**src/design/cms_pkg.sv**
```systemverilog
// shared types and constants for the can multiframe segmenter
// no dependencies; imported by cms_assemble, cms_out_reg and the top level
package cms_pkg;

    localparam int FRAME_BYTES = 8;
    localparam int MAX_FRAMES  = 30;

    // identifier layout
    localparam int PRIO_SHIFT  = 24;
    localparam int ADDR_SHIFT  = 20;
    localparam int GROUP_SHIFT = 16;
    localparam int CMD_SHIFT   = 12;
    localparam int COUNT_SHIFT = 6;

    localparam int ID_W    = 29;
    localparam int FLEN_W  = 4;
    localparam int WORD_W  = 32;
    localparam int CFG_IDX_W  = 2;
    localparam int CFG_DATA_W = 8;

    // configuration register indexes
    typedef enum logic [CFG_IDX_W-1:0] {
        REG_PRIORITY = 2'd0,
        REG_SOURCE   = 2'd1,
        REG_GROUP    = 2'd2
    } cfg_reg_t;

    typedef struct packed {
        logic [4:0] priority_cfg;
        logic [3:0] source_address;
        logic [3:0] group_number;
    } id_cfg_t;

    typedef struct packed {
        logic [ID_W-1:0]   frame_id;
        logic [FLEN_W-1:0] frame_length;
        logic [WORD_W-1:0] data_low;
        logic [WORD_W-1:0] data_high;
        logic              last_frame;
    } frame_t;

endpackage

```
**src/design/cms_assemble.sv**
```systemverilog
// message state and frame assembly: one payload byte per accepted request
// depends on cms_pkg
module cms_assemble (
    input  logic            aclk,
    input  logic            aresetn,
    input  logic            take,
    input  logic [7:0]      data_byte,
    input  logic [7:0]      message_length,
    input  logic [3:0]      command_code,
    input  cms_pkg::id_cfg_t id_cfg,
    output logic            emit,
    output cms_pkg::frame_t frame
);
    import cms_pkg::*;

    localparam int       CAP   = MAX_FRAMES * FRAME_BYTES;
    localparam logic [8:0] CAP9 = (CAP > 255) ? 9'd256 : 9'(CAP);

    logic [7:0]  bytes_taken_reg, bytes_taken_next;
    logic [4:0]  frame_number_reg, frame_number_next;
    logic [63:0] frame_bytes_reg, frame_bytes_next;
    logic [7:0]  held_length_reg, held_length_next;
    logic [3:0]  held_command_reg, held_command_next;

    logic        first;
    logic        drop;
    logic [7:0]  len_clamped;
    logic [7:0]  eff_len;
    logic [3:0]  eff_cmd;
    logic [4:0]  eff_fnum;
    logic [63:0] eff_bytes;
    logic [63:0] new_bytes;
    logic [2:0]  pos;
    logic [7:0]  taken_inc;
    logic        last;
    logic [8:0]  len_round;
    logic [5:0]  count;
    logic [5:0]  index;

    always_comb begin
        first       = (bytes_taken_reg == 8'd0);
        drop        = first && (message_length == 8'd0);
        len_clamped = ({1'b0, message_length} > CAP9) ? CAP9[7:0] : message_length;
        eff_len     = first ? len_clamped : held_length_reg;
        eff_cmd     = first ? command_code : held_command_reg;
        eff_fnum    = first ? 5'd0 : frame_number_reg;
        eff_bytes   = first ? 64'd0 : frame_bytes_reg;
        pos         = bytes_taken_reg[2:0];
        for (int i = 0; i < FRAME_BYTES; i++) begin
            new_bytes[i*8 +: 8] = eff_bytes[i*8 +: 8] | ((pos == 3'(i)) ? data_byte : 8'd0);
        end
        taken_inc = bytes_taken_reg + 8'd1;
        last      = (taken_inc >= eff_len);
        emit      = !drop && (last || (taken_inc[2:0] == 3'd0));
        len_round = {1'b0, eff_len} + 9'd7;
        count     = len_round[8:3];
        index     = {1'b0, eff_fnum} + 6'd1;

        frame.frame_id     = {id_cfg.priority_cfg, id_cfg.source_address,
                              id_cfg.group_number, eff_cmd, count, index};
        frame.frame_length = {1'b0, pos} + 4'd1;
        frame.data_low     = new_bytes[31:0];
        frame.data_high    = new_bytes[63:32];
        frame.last_frame   = last;
    end

    always_comb begin
        bytes_taken_next  = bytes_taken_reg;
        frame_number_next = frame_number_reg;
        frame_bytes_next  = frame_bytes_reg;
        held_length_next  = held_length_reg;
        held_command_next = held_command_reg;
        if (take && !drop) begin
            held_length_next  = eff_len;
            held_command_next = eff_cmd;
            if (emit) begin
                frame_bytes_next = 64'd0;
                if (last) begin
                    bytes_taken_next  = 8'd0;
                    frame_number_next = 5'd0;
                end else begin
                    bytes_taken_next  = taken_inc;
                    frame_number_next = index[4:0];
                end
            end else begin
                bytes_taken_next  = taken_inc;
                frame_number_next = eff_fnum;
                frame_bytes_next  = new_bytes;
            end
        end
    end

    always_ff @(posedge aclk) begin
        if (!aresetn) begin
            bytes_taken_reg  <= 8'd0;
            frame_number_reg <= 5'd0;
            frame_bytes_reg  <= 64'd0;
            held_length_reg  <= 8'd0;
            held_command_reg <= 4'd0;
        end else begin
            bytes_taken_reg  <= bytes_taken_next;
            frame_number_reg <= frame_number_next;
            frame_bytes_reg  <= frame_bytes_next;
            held_length_reg  <= held_length_next;
            held_command_reg <= held_command_next;
        end
    end

endmodule

```
**src/design/cms_out_reg.sv**
```systemverilog
// result register holding one finished frame until the receiver takes it
// depends on cms_pkg
module cms_out_reg (
    input  logic            aclk,
    input  logic            aresetn,
    input  logic            load,
    input  cms_pkg::frame_t frame_in,
    input  logic            m_ready,
    output logic            m_valid,
    output cms_pkg::frame_t frame_out
);
    import cms_pkg::*;

    logic   valid_reg, valid_next;
    frame_t frame_reg;

    always_comb begin
        valid_next = valid_reg;
        if (load) begin
            valid_next = 1'b1;
        end else if (m_ready) begin
            valid_next = 1'b0;
        end
    end

    always_ff @(posedge aclk) begin
        if (!aresetn) begin
            valid_reg <= 1'b0;
        end else begin
            valid_reg <= valid_next;
        end
    end

    always_ff @(posedge aclk) begin
        if (load) begin
            frame_reg <= frame_in;
        end
    end

    assign m_valid   = valid_reg;
    assign frame_out = frame_reg;

endmodule

```
**src/design/can_multiframe_segmenter_top.sv**
```systemverilog
// top level of the can multiframe segmenter: config registers, assembly, result register
// depends on cms_pkg, cms_assemble, cms_out_reg
//
// usage
//   s_ channel: one payload byte per request, in message order. message length
//     and command code are sampled only on the first byte of a message; a first
//     byte with length zero is dropped. lengths over 30 frames are clamped.
//   m_ channel: one can extended frame after every eighth byte and after the
//     final byte of a message, with 29-bit identifier, byte count, two
//     little-endian data words and a last-frame flag.
//   cfg channel: writes priority, source address and group; always ready.
//     write only while no message is in flight.
//   output: a frame is registered and on m_ in the cycle after the byte that completes it.
//   throughput: one byte per cycle; the result register lets a new byte in
//     while a finished frame waits, as long as it is taken that same cycle.
//   stall: with a frame waiting and m_ready low, s_ready drops until the
//     frame is taken.
//   reset: synchronous, active low; clears config registers, message state
//     and the output valid. no clearing pass.
module can_multiframe_segmenter_top (
    input  logic        aclk,
    input  logic        aresetn,

    input  logic        s_valid,
    output logic        s_ready,
    input  logic [7:0]  s_data_byte,
    input  logic [7:0]  s_message_length,
    input  logic [3:0]  s_command_code,

    output logic        m_valid,
    input  logic        m_ready,
    output logic [cms_pkg::ID_W-1:0]   m_frame_id,
    output logic [cms_pkg::FLEN_W-1:0] m_frame_length,
    output logic [cms_pkg::WORD_W-1:0] m_data_low,
    output logic [cms_pkg::WORD_W-1:0] m_data_high,
    output logic        m_last_frame,

    input  logic        cfg_valid,
    output logic        cfg_ready,
    input  logic [cms_pkg::CFG_IDX_W-1:0]  cfg_index,
    input  logic [cms_pkg::CFG_DATA_W-1:0] cfg_data
);
    import cms_pkg::*;

    id_cfg_t id_cfg_reg;
    logic    take;
    logic    emit;
    frame_t  frame_new;
    frame_t  frame_held;

    // config writes, low bits of the data only
    assign cfg_ready = 1'b1;

    always_ff @(posedge aclk) begin
        if (!aresetn) begin
            id_cfg_reg <= '0;
        end else if (cfg_valid) begin
            unique case (cfg_index)
                REG_PRIORITY: id_cfg_reg.priority_cfg   <= cfg_data[4:0];
                REG_SOURCE:   id_cfg_reg.source_address <= cfg_data[3:0];
                REG_GROUP:    id_cfg_reg.group_number   <= cfg_data[3:0];
                default:      id_cfg_reg <= id_cfg_reg;
            endcase
        end
    end

    // accept whenever the result register is free or being emptied
    assign s_ready = !m_valid || m_ready;
    assign take    = s_valid && s_ready;

    cms_assemble u_assemble (
        .aclk           (aclk),
        .aresetn        (aresetn),
        .take           (take),
        .data_byte      (s_data_byte),
        .message_length (s_message_length),
        .command_code   (s_command_code),
        .id_cfg         (id_cfg_reg),
        .emit           (emit),
        .frame          (frame_new)
    );

    cms_out_reg u_out (
        .aclk      (aclk),
        .aresetn   (aresetn),
        .load      (take && emit),
        .frame_in  (frame_new),
        .m_ready   (m_ready),
        .m_valid   (m_valid),
        .frame_out (frame_held)
    );

    assign m_frame_id     = frame_held.frame_id;
    assign m_frame_length = frame_held.frame_length;
    assign m_data_low     = frame_held.data_low;
    assign m_data_high    = frame_held.data_high;
    assign m_last_frame   = frame_held.last_frame;

endmodule

```
**config.mk**
```make
export PLATFORM = sky130hd
export DESIGN_NAME = can_multiframe_segmenter_top
export DESIGN_NICKNAME = d
export VERILOG_FILES = /design/src/design/cms_pkg.sv /design/src/design/cms_assemble.sv /design/src/design/cms_out_reg.sv /design/src/design/can_multiframe_segmenter_top.sv
export SDC_FILE = /design/constraint.sdc
export NUM_CORES = 1
export LEC_CHECK = 0
export ABC_AREA = 0
export BUFFER_PORTS_ARGS = -buffer_cell sky130_fd_sc_hd__buf_4
export CAP_MARGIN = 20
export CORE_UTILIZATION = 35
export DETAILED_ROUTE_END_ITERATION = 7
export SETUP_SLACK_MARGIN = 0.2
export SYNTH_ARGS = -nofsm -noshare
export SYNTH_HDL_FRONTEND = slang
export SYNTH_SLANG_ARGS = --single-unit
```
**constraint.sdc**
```tcl
create_clock -name aclk -period 24.8 [get_ports aclk]
set_clock_uncertainty 0.15 [all_clocks]
set_input_delay 1.24 -clock aclk [delete_from_list [all_inputs] [get_ports aclk]]
set_output_delay 1.24 -clock aclk [all_outputs]
set_load 0.01 [all_outputs]
```
---- Yosys cells after proc, flatten, opt, wreduce, memory -nomap -nowiden ----
Index checks and enable logic that the tools add are counted.
word-level totals
  flip-flop bits (word level) ............. 201
  latch bits .............................. 0
  bits in writable memories ............... 0
  ROM bits ................................ 0
  output and inout port bits .............. 101
  logic and storage cells ................. 75
  memories kept ........................... 0
operators by class
  add/sub/neg operators ................... 4
  multipliers ............................. 0
  divide/modulo/power cells ............... 0
  $lt $le $gt $ge ......................... 2
  eq/ne operators ......................... 9
  shift operators ......................... 0
  muxes and demuxes ....................... 20
  bitwise logic cells ..................... 8
  reduce and logical (&&, ||, !) cells .... 18
operator list
  cell                 count
  $mux 64              2
  $mux 8               12
  $or 8x8->8           8
  $logic_not 8->1      2
  $mux 5               3
  $eq 3x3->1 const B   4
  $add 8x3->9 const B  1
  $add 8x1->8 const B  1
  $ge 8x8->1           1
  $gt 8x8->1 const B   1
  $add 5x1->6 const B  1
  $eq 3x2->1 const B   2
  $logic_not 3->1      2
  $reduce_and 2->1     3
  $logic_and 1x1->1    5
  $add 3x1->4 const B  1
  $mux 4               1
  $eq 3x1->1 const B   1
  $eq 2x1->1 const B   1
  $eq 2x2->1 const B   1
  $logic_not 1->1      2
  $logic_not 2->1      1
  $logic_or 1x1->1     2
  $mux 1               2
  $reduce_bool 2->1    1

---- Depth between registers and ports, before layout ----
Gate-level depths: netlist (run 1).
  word-level depth ........................ 8
  depth in mapped cells ................... 16
  depth with buffers taken out ............ 13

---- By module ----
A second synthesis (run 1) with hierarchy kept.
unflattened totals
  cells, all modules ...................... 857
  area total of the unflattened synthesis .. 8,914.8 um2
modules (own cells, without submodules)
  module                        instances  cells an instance  area an instance (um2)  sequential area each (um2)
  cms_assemble                  1          702                5,398.9                 1,781.7
  cms_out_reg                   1          101                2,984.1                 2,962.8
  can_multiframe_segmenter_top  1          54                 531.8                   260.2

---- Worst setup path before layout (run 1) ----
Ideal clock, no wire load.
  path type ............................... register to register
  start ................................... register u_assemble.bytes_taken_reg[0]
  end ..................................... register u_out.frame_reg, in the netlist u_out.frame_out[0], enable pin
  setup time .............................. 587 ps
  arrival ................................. 7,447 ps
  data required time ...................... 24,063 ps
  setup slack ............................. 16,616 ps
  stages on the path, launching flop included .. 14
  cells stage by stage .................... dfxtp_1 -> inv_1 -> ha_1 -> nor4b_4 -> and2_1 -> buf_6 -> buf_2 -> mux2i_1 -> ha_1 -> and3_1 -> nand2_1 -> o31a_1 -> clkbuf_1 -> a21oi_1
between the ends
  word-level cells in the longest chain between the ends .. 6
  elaborated cells between the ends (all ways) .. 10
  those cells by class .................... 1 x add/sub; 1 x order compare; 1 x mux; 7 x reduce/logical
ends and longest elaborated chain
  item                                                                 RTL line                            RTL
  start: declaration                                                   cms_assemble.sv:19                  logic [7:0] bytes_taken_reg, bytes_taken_next;
  start signal: assignment                                             cms_assemble.sv:101                 bytes_taken_reg <= bytes_taken_next;
  parallel branches: the longest is 4 deep, another holds $add 8x1->8  -
  $logic_and 1x1->1 (*)                                                cms_assemble.sv:54                  emit = !drop && (last || (taken_inc[2:0] == 3'd0));
  $logic_and 1x1->1 (*)                                                can_multiframe_segmenter_top.sv:86  .load (take && emit),
  net u_out.load                                                       cms_out_reg.sv:6                    input logic load,
  end signal: assignment                                               cms_out_reg.sv:36                   frame_reg <= frame_in;
  end: declaration                                                     cms_out_reg.sv:15                   frame_t frame_reg;
Mark *: on every way through the listed nets, which the timed path passes.
A chain may end at the register's enable or synchronous reset.

---- Worst setup path after layout (run 1) ----
  start ................................... register u_assemble.bytes_taken_reg[0]
  end ..................................... register u_out.frame_reg, in the netlist u_out.frame_out[92], enable pin
Same word-level chain as after synthesis.

==> results.sh, run 1 <==
export IMPL_ys_seq_area_share_pct=62.98
export IMPL_min_path_type="reg2reg"
export IMPL_gp_congestion=0.7800
export IMPL_finalWirelength_um=18400
export IMPL_violations="design-rule violations"
export IMPL_dr_first_iter_drc_count=377
export IMPL_fmax_ghz=0.1882
export IMPL_seq_power_share_pct=47.7
export IMPL_final_antenna_net_count=0
export IMPL_postCtsHoldBufs=0
export IMPL_path_cells="inv_1, ha_1, nor4b_4, and2_1, mux2i_1, ha_1, and3_1, nand2_1, o31a_1, a21oi_4, buf_4, buf_16"
export IMPL_n_antenna_cell=0
export IMPL_critPathKind="reg2reg"
export IMPL_layout_min_cycle_time_ns=5.313
export IMPL_required_ns=24.82
export IMPL_grt_pass1_wl_um=28960
export IMPL_grt_pass1_vias=5389
export IMPL_clk_pin_slew_ns=0.06
export IMPL_avgSynthCellArea_um2=13.13
export IMPL_synth_seq_cells=201
export IMPL_dieArea_um2=23310
export IMPL_worst_pin_slew_ns=0.8230
export IMPL_cts_buffer_depth=3
export IMPL_finalCritPeriodShare_pct=21.42
export IMPL_grt_max_degree=82
export IMPL_synthCells=605
export IMPL_net_switching_power_uw=175.4
export IMPL_leakagePower_uw=0.003934
export IMPL_report_final_slew_viol_count=0
export IMPL_internal_power_uw=584.3
export IMPL_fillers=2020
export IMPL_cts_resized=0
export IMPL_dr_pass1_iters=7
export IMPL_vias=5449
export IMPL_endpoint_kind="flop"
export IMPL_cts_root_buf="clkbuf_16"
export IMPL_clockPowerShare_pct=43.7
export IMPL_vdd_ir_drop_max_v=0.00004280
export IMPL_synthArstFlopShare_pct=0
export IMPL_tns_ns=0
export IMPL_drive_above_1_share_pct=25.44
export IMPL_clock_latency_ns=0.51
export IMPL_synthToLayoutAreaGrowth_pct=23.85
export IMPL_ys_flop_type="dfxtp_1"
export IMPL_pwr_density_cell_nw_per_um2=77.19
export IMPL_cts_tree="built"
export IMPL_ys_top_cells_by_area="edfxtp_1 37%, dfxtp_1 26%, a22o_1 14%, ha_1 2.5%, mux2i_1 1.8%"
export IMPL_rows=54
export IMPL_path_common_cell="ha_1"
export IMPL_synth_nets=656
export IMPL_ios=136
export IMPL_antenna_found_initial=0
export IMPL_die_x_um=152.7
export IMPL_maxCapViolCount=0
export IMPL_final_util_pct=44.68
export IMPL_rsz0062_at_grt="false"
export IMPL_combPwrFrac_pct=8.6
export IMPL_status="complete, but fails checks"
export IMPL_synth_cell_type_count=52
export IMPL_numCtsBuffers=22
export IMPL_setup_viol=0
export IMPL_io_buffers=131
export IMPL_viasPerCell=5.390
export IMPL_cp_max_fo=50
export IMPL_start_util_pct=36.08
export IMPL_mostFrequentLayoutCell="buf_4"
export IMPL_htree_levels=1
export IMPL_max_stage_delay_ns=0.63
export IMPL_finalPower_uw=759.7
export IMPL_crit_slowest_cell="and2_1"
export IMPL_clock_sinks=201
export IMPL_core_area_um2=22030
export IMPL_nets=766
export IMPL_drt_wirelength_per_cell_um=18.19
export IMPL_worstSetupStartpointType="flop"
export IMPL_synth_top_area_share_pct=37.03
export IMPL_arrival_ns=5.33
export IMPL_die_y_um=152.7
export IMPL_drc=10
export IMPL_ys_warn_count=0
export IMPL_cts_setup_buffers=0
export IMPL_synth_area_um2=7946
export IMPL_switching_share_pct=23.09
export IMPL_synth_edf_count=98
export IMPL_gr_total_overflow=0
export IMPL_final_cell_mix="136 x buf_4, 130 x a22o_1, 103 x dfxtp_1"
export IMPL_hold_viol_final=0
export IMPL_largest_reg_flops=98
export IMPL_synth_top_cell_by_area="edfxtp_1"
export IMPL_slew_headroom_pct=45.13
export IMPL_grt_usage_pct=15.46
export IMPL_hpwlAfterDp_um=11560
==> power groups by stage <==
stage	logic (µW)	registers [µW]	clock network [µW]
after floorplan	41.7	372	0
after global placement	63.1	369	0
after detailed placement	64.8	370	0
after CTS	65.2	363	339
after global routing	71.8	363	352
final	65.3	362	332
==> through the flow <==
stage / cell area [µm²] / hold slack, ns / setup WS [ns] / std cells
6_report: 9842 / 0.2754 / 19.49 / 1011
5_1_grt: 9842 / 0.2943 / 18.99 / 1011
4_1_cts: 9809 / 0.2765 / 19.25 / 1009
3_5_place_dp: 9070 / 0.2626 / 19.27 / 969
3_3_place_gp: 9070 / 0.2613 / 19.39 / 969
2_1_floorplan: 7946 / 0.2576 / 16.62 / 605
==> metal layers <==
| metal | GRT usage, % | wire (µm) | vias up | share of wire, % |
|---|---|---|---|---|
| li1 | - | - | 2529 | - |
| met1 | 20.46 | 8233 | 2692 | 45 |
| met2 | 25.40 | 8625 | 197 | 47 |
| met3 | 3.385 | 1115 | 31 | 6.1 |
| met4 | 4.377 | 422 | 0 | 2.3 |
| met5 | 0 | 0 | - | 0 |
==> path summary, 6_finish.rpt <==
check | to | startpoint | depth (start not counted) | slack, ns
hold reg to reg | u_out.frame_out[94] | id_cfg_reg[9] | 0 | 0.28
setup / recovery | u_out.frame_out[92] | u_assemble.bytes_taken_reg[0] | 12 | 19.49
setup reg to reg | u_out.frame_out[92] | u_assemble.bytes_taken_reg[0] | 12 | 19.49
hold / removal | u_out.frame_out[94] | id_cfg_reg[9] | 0 | 0.28
==> Yosys cell counts (8+ instances only) <==
cell type / n
nand2_1: 27
mux2i_1: 14
inv_1: 9
a21boi_0: 8
clkbuf_1: 18
nor2_1: 19
dfxtp_1: 103
nor2b_1: 16
a22o_1: 130
nand3_1: 10
buf_1: 18
edfxtp_1: 98
and3_1: 9
ha_1: 16
==> final cells by class <==
type                    count  area, µm²  share of cell area, %
flip-flops and latches    201       5005                  50.85
multi-input cells         343       2660                  27.03
repair buffers            138       1054                  10.70
clock buffers              30      600.6                  6.102
well taps                 280      350.3                  3.560
clock inverters            10      138.9                  1.411
inverters                   9      33.78                 0.3432
==> cell families (layout without fill, tap and decap cells) <==
family,after synthesis,after routing,synth area share (%)
AND/OR/NAND/NOR,118,118,8.172
multiplexers,19,19,2.503
XOR/XNOR,12,12,1.323
adder cells (fa/ha/maj),16,16,2.519
flip-flops,201,201,62.98
other,1,1,0.04719
buffers and inverters,61,187,3.747
AO/OA/AOI/OAI,177,177,18.71
==> worst max-delay path, delay by kind of cell (launching register included) <==
family	cells	cell delay, ns
and+or+nand+nor	4	1.38
AOI/OAI and AO/OA	2	1.07
buffers and inverters	3	0.95
muxes	1	0.55
adders and majority gates	2	0.46
DFF	1	0.39
No activity file was read; power rests on OpenSTA's default activity.
==> run 2: changes to the inputs <==
==> constraint.sdc (replaced) <==
create_clock -name aclk -period 4.9 [get_ports aclk]
set_clock_uncertainty 0.15 [all_clocks]
set_input_delay 0.245 -clock aclk [delete_from_list [all_inputs] [get_ports aclk]]
set_output_delay 0.245 -clock aclk [all_outputs]
set_load 0.01 [all_outputs]
==> results.sh, run 2 (synthesis results as in run 1) <==
export IMPL_hold_viol_final=0
export IMPL_tns_ns=0
export IMPL_grt_max_degree=61
export IMPL_numCtsBuffers=22
export IMPL_antenna_found_initial=0
export IMPL_io_buffers=131
export IMPL_slew_headroom_pct=32.44
export IMPL_mostFrequentLayoutCell="buf_4"
export IMPL_gp_congestion=0.8110
export IMPL_dr_pass1_iters=8
export IMPL_ios=136
export IMPL_grt_usage_pct=15.45
export IMPL_synthToLayoutAreaGrowth_pct=26.03
export IMPL_fillers=1972
export IMPL_grt_pass1_vias=5327
export IMPL_setup_viol=0
export IMPL_layout_min_cycle_time_ns=4.260
export IMPL_die_y_um=152.7
export IMPL_cts_buffer_depth=3
export IMPL_finalWirelength_um=18610
export IMPL_hpwlAfterDp_um=12340
export IMPL_drive_above_1_share_pct=25.87
export IMPL_htree_levels=1
export IMPL_final_util_pct=45.47
export IMPL_core_area_um2=22030
export IMPL_endpoint_kind="flop"
export IMPL_viasPerCell=5.304
export IMPL_fin_cells=1030
export IMPL_min_path_type="in2reg"
export IMPL_worst_pin_slew_ns=1.011
export IMPL_required_ns=5.19
export IMPL_cts_tree="built"
export IMPL_seq_area_um2=5006
export IMPL_final_cell_mix="140 x buf_4, 130 x a22o_1, 102 x dfxtp_1"
export IMPL_clock_latency_ns=0.51
export IMPL_start_util_pct=36.08
export IMPL_clk_pin_slew_ns=0.06
export IMPL_drc=12
export IMPL_clock_sinks=201
export IMPL_dp_cells=977
export IMPL_die_x_um=152.7
export IMPL_leakagePower_uw=0.004010
export IMPL_pwr_density_cell_nw_per_um2=376.3
export IMPL_dr_first_iter_drc_count=412
export IMPL_cts_root_buf="clkbuf_16"
export IMPL_vias=5463
export IMPL_dieArea_um2=23310
export IMPL_rsz0062_at_grt="false"
export IMPL_n_antenna_cell=0
export IMPL_final_area_um2=10010
export IMPL_report_final_slew_viol_count=0
export IMPL_status="complete, but fails checks"
export IMPL_rows=54
export IMPL_finalCritPeriodShare_pct=86.95
export IMPL_grt_pass1_wl_um=29080
export IMPL_placed_cell_area_um2=9194
export IMPL_critPathKind="reg2reg"
export IMPL_drt_wirelength_per_cell_um=18.07
export IMPL_nets=785
export IMPL_maxCapViolCount=0
export IMPL_arrival_ns=4.55
export IMPL_fmax_ghz=0.2347
export IMPL_cts_setup_buffers=0
export IMPL_final_antenna_net_count=0
export IMPL_multiInputGateArea_um2=2673
export IMPL_gr_total_overflow=0
export IMPL_largest_reg_flops=98
export IMPL_violations="design-rule violations"
export IMPL_cp_max_fo=37
export IMPL_vdd_ir_drop_max_v=0.0002034
export IMPL_worstSetupStartpointType="flop"
run 2: changes by cell type in the layout (fill, tap and decap cells not counted), sizes merged:
| cell | before | now |
|---|---|---|
| dlygate4sd3 | 0 | 13 |
| buf | 138 | 144 |
| clkinv | 5 | 10 |
| clkbuf | 30 | 28 |
| clkinvlp | 2 | 0 |
| bufinv | 3 | 2 |
run 2: routing by layer:
metal  global-route usage (%)  share of wire, %  up-vias
li1                         -                 -     2564
met1                    20.52                45     2665
met2                    25.27                46      190
met3                    3.328               5.7       44
met4                    4.521               2.5        0
met5                        0                 0        -
run 2: path summary, 6_finish.rpt:
kind         slack [ns]  cells past startpoint                             end                     startpoint
max                0.64                     14  u_assemble.frame_bytes_reg[59]  u_assemble.bytes_taken_reg[0]
min                0.03                      2             u_out.frame_out[18]                 s_data_byte[1]
max reg2reg        0.64                     14  u_assemble.frame_bytes_reg[59]  u_assemble.bytes_taken_reg[0]
min reg2reg        0.28                      0             u_out.frame_out[93]                  id_cfg_reg[8]
run 2: stage by stage:
step	setup slack [ns]	total power, µW	hold WS (ns)
floorplan	0.2149	2098	0.2576
global placement	0.8484	2208	0.2607
detailed placement	0.6931	2219	0.2676
CTS	0.6181	3806	0.01879
global route	0.3818	3900	0.02601
finish	0.6395	3768	0.02858
run 2: layout make-up:
class	count	share of cell area, %
clock inverter	12	1.174
timing repair buffer	157	12.59
clock buffer	28	5.722
multi-input combinational	343	26.69
inverter	9	0.3373
tap	280	3.498
sequential	201	49.99
run 2: where the power goes:
| group | total, µW | internal, µW | switching, µW |
|---|---|---|---|
| Clock | 1580 | 934 | 643 |
| Combinational | 356 | 144 | 212 |
| Sequential | 1840 | 1810 | 22.8 |
| Total | 3770 | 2890 | 877 |
run 2: worst max-delay path, cell delays in order, from the launching register on:
cell,delay [ns]
dfxtp_2,0.36
inv_2,0.12
ha_1,0.23
nor4b_4,0.52
nand2_2,0.21
buf_4,0.33
nand2_1,0.11
o21ai_0,0.14
ha_1,0.29
nand2b_1,0.13
a2111oi_0,0.51
o31a_1,0.34
and4_2,0.38
buf_12,0.20
a22o_1,0.15
run 2: repair_timing:
item,in CTS,in global routing
hold endpoints to repair,20,0
setup endpoints to repair,0,0
hold buffers,13,0
resized for setup,0,0
==> run 3: changes to the inputs <==
--- a/config.mk
+++ b/config.mk
@@ -13,4 +13,5 @@
 export SETUP_SLACK_MARGIN = 0.2
 export SYNTH_ARGS = -nofsm -noshare
 export SYNTH_HDL_FRONTEND = slang
+export SYNTH_HIERARCHICAL = 1
 export SYNTH_SLANG_ARGS = --single-unit
==> results.sh, run 3 <==
export IMPL_hpwlAfterDp_um=13020
export IMPL_mostFrequentLayoutCell="buf_4"
export IMPL_cp_max_fo=28
export IMPL_leakagePower_uw=0.004250
export IMPL_slew_headroom_pct=40.66
export IMPL_die_x_um=161.6
export IMPL_die_y_um=161.6
export IMPL_ys_top_cells_by_area="edfxtp_1 33%, dfxtp_1 23%, a22o_1 6.3%, and2_1 5.2%, nand2_1 4.8%"
export IMPL_report_final_slew_viol_count=0
export IMPL_io_buffers=131
export IMPL_grt_pass1_wl_um=34600
export IMPL_crit_start="u_assemble/bytes_taken_reg[0]"
export IMPL_synth_edf_count=98
export IMPL_hold_viol_final=0
export IMPL_gp_congestion=0.7641
export IMPL_finalCritPeriodShare_pct=83.82
export IMPL_worst_pin_slew_ns=0.8900
export IMPL_finalWirelength_um=22030
export IMPL_arrival_ns=4.17
export IMPL_worstSetupStartpointType="flop"
export IMPL_antenna_found_initial=0
export IMPL_largest_reg_flops=98
export IMPL_grt_pass1_vias=6237
export IMPL_rsz0062_at_grt="false"
export IMPL_final_cell_mix="141 x buf_4, 113 x nand2_1, 103 x dfxtp_1"
export IMPL_fmax_ghz=0.2435
export IMPL_vdd_ir_drop_max_v=0.0002235
export IMPL_min_path_type="in2reg"
export IMPL_tns_ns=0
export IMPL_cts_resized=0
export IMPL_gr_total_overflow=0
export IMPL_layout_min_cycle_time_ns=4.107
export IMPL_dieArea_um2=26110
export IMPL_avgSynthCellArea_um2=10.40
export IMPL_pwr_density_cell_nw_per_um2=362.4
export IMPL_setup_viol=0
export IMPL_vias=6519
export IMPL_max_stage_delay_ns=0.39
export IMPL_endpoint_kind="flop"
export IMPL_critPathKind="reg2reg"
export IMPL_cts_buffer_depth=3
export IMPL_drt_wirelength_per_cell_um=17.01
export IMPL_grt_usage_pct=16.69
export IMPL_path_cells="inv_1, ha_1, nor4b_4, and2_1, buf_4, and3_1, a21oi_1, ha_1, inv_1, o211ai_1, a21oi_1, o31ai_4, o22a_1, and3_4, buf_12"
export IMPL_drc=0
export IMPL_reg2reg_from="u_assemble/bytes_taken_reg[0]"
export IMPL_synthArstFlopShare_pct=0
export IMPL_numCtsBuffers=22
export IMPL_status="finished, final reports clean"
export IMPL_synth_cell_type_count=59
export IMPL_cts_tree="built"
export IMPL_rows=58
export IMPL_final_area_um2=10950
export IMPL_synth_area_um2=8915
export IMPL_htree_levels=1
export IMPL_core_area_um2=25110
export IMPL_synth_top_cell_by_area="edfxtp_1"
export IMPL_start_util_pct=35.50
export IMPL_synth_most_common_cell="nand2_1"
export IMPL_required_ns=4.96
export IMPL_cts_root_buf="clkbuf_16"
export IMPL_dr_first_iter_drc_count=451
export IMPL_nets=999
export IMPL_synthCells=857
export IMPL_clock_latency_ns=0.51
export IMPL_synth_commonest_cells="115 x nand2_1, 103 x dfxtp_1, 98 x edfxtp_1"
export IMPL_maxCapViolCount=0
export IMPL_final_util_pct=43.60
export IMPL_dr_pass1_iters=5
export IMPL_clock_sinks=201
export IMPL_synth_seq_cells=201
export IMPL_drive_above_1_share_pct=20.83
export IMPL_fin_cells=1295
export IMPL_synthToLayoutAreaGrowth_pct=22.81
export IMPL_clk_pin_slew_ns=0.06
export IMPL_fillers=2409
export IMPL_synth_nets=907
export IMPL_ios=136
export IMPL_final_antenna_net_count=0
export IMPL_dp_cells=1240
export IMPL_synth_top_area_share_pct=33.01
export IMPL_viasPerCell=5.034
export IMPL_n_antenna_cell=0
export IMPL_crit_slowest_cell="dfxtp_1"
export IMPL_ys_flop_type="dfxtp_1"
export IMPL_grt_max_degree=94
export IMPL_placed_cell_area_um2=10030
export IMPL_holdCritStartpoint="s_data_byte[2]"
export IMPL_ys_warn_count=6
export IMPL_ys_seq_area_share_pct=56.14
==> run 3: cell count changes in the layout (fill, tap and decap cells not counted), moves of 6 or more <==
cell,previous run,this run
nor2b_1,16,4
o211a_1,6,0
nor2_1,19,27
a21boi_0,8,0
or3_1,1,7
nand3_1,10,73
o21ai_0,3,68
a22o_1,130,64
nand2_1,26,113
and2_1,6,74
a21oi_1,6,14
==> run 3: worst paths after layout <==
path                                             to  slack, ns  cells after the start
worst min register to register  u_out/frame_out[87]       0.28                      0
worst max register to register  u_out/frame_out[57]       0.79                     15
worst max-delay path            u_out/frame_out[57]       0.79                     15
worst min-delay path            u_out/frame_out[43]       0.02                      2
==> run 3: routing by layer <==
layer	wire (µm)	GRT usage [%]
met5	0	0
met4	375	4.374
met2	10860	28.80
met1	9731	21.98
met3	1056	2.157
==> run 3: stage by stage <==
step | power, µW | hold slack [ns] | worst slack, ns
2_1_floorplan | 2137 | 0.2125 | 0.4257
3_3_place_gp | 2269 | 0.2602 | 0.8156
3_5_place_dp | 2272 | 0.2714 | 0.7840
4_1_cts | 4005 | 0.01110 | 0.7756
5_1_grt | 4114 | 0.02044 | 0.5746
6_report | 3968 | 0.02161 | 0.7927
==> run 3: repair_timing <==
action	in CTS	in global routing
hold buffers	15	0
buffers inserted	0	0
hold endpoints to repair	23	0
==> run 3: where the power goes <==
part           leakage [µW]  switching, µW  total [µW]  internal, µW
combinational       0.00211            262         411           149
sequential          0.00178           20.9        1830          1810
clock              0.000362            689        1720          1030
total               0.00425            972        3970          3000
==> run 3: worst max-delay path: cells and delay by family (launching register included) <==
family          cells  cell delay, ns
simple gates        4            1.21
fa+ha+maj           2            0.52
compound gates      5            0.85
flops               1            0.39
buf+inv             4            0.68
==> run 3: layout make-up <==
class                           instances  area (µm²)  share of cell area (%)
Clock buffer                           27       599.3                   5.474
Clock inverter                         13       163.9                   1.497
Inverter                                7       26.28                  0.2400
Multi-Input combinational cell        556        3432                   31.35
Sequential cell                       201        5005                   45.71
Tap cell                              330       412.9                   3.771
Timing Repair Buffer                  161        1309                   11.95
==> run 3: kinds of logic (layout without fill, tap and decap cells) <==
| logic type | after synthesis | after routing | synth area share (%) |
|---|---|---|---|
| mux | 17 | 17 | 1.909 |
| buf+inv | 100 | 208 | 5.614 |
| compound gates | 179 | 179 | 14.05 |
| other cells | 1 | 1 | 0.04206 |
| xor+xnor | 12 | 12 | 1.179 |
| flops | 201 | 201 | 56.14 |
| fa+ha+maj | 15 | 15 | 2.105 |
| simple gates | 332 | 332 | 18.96 |
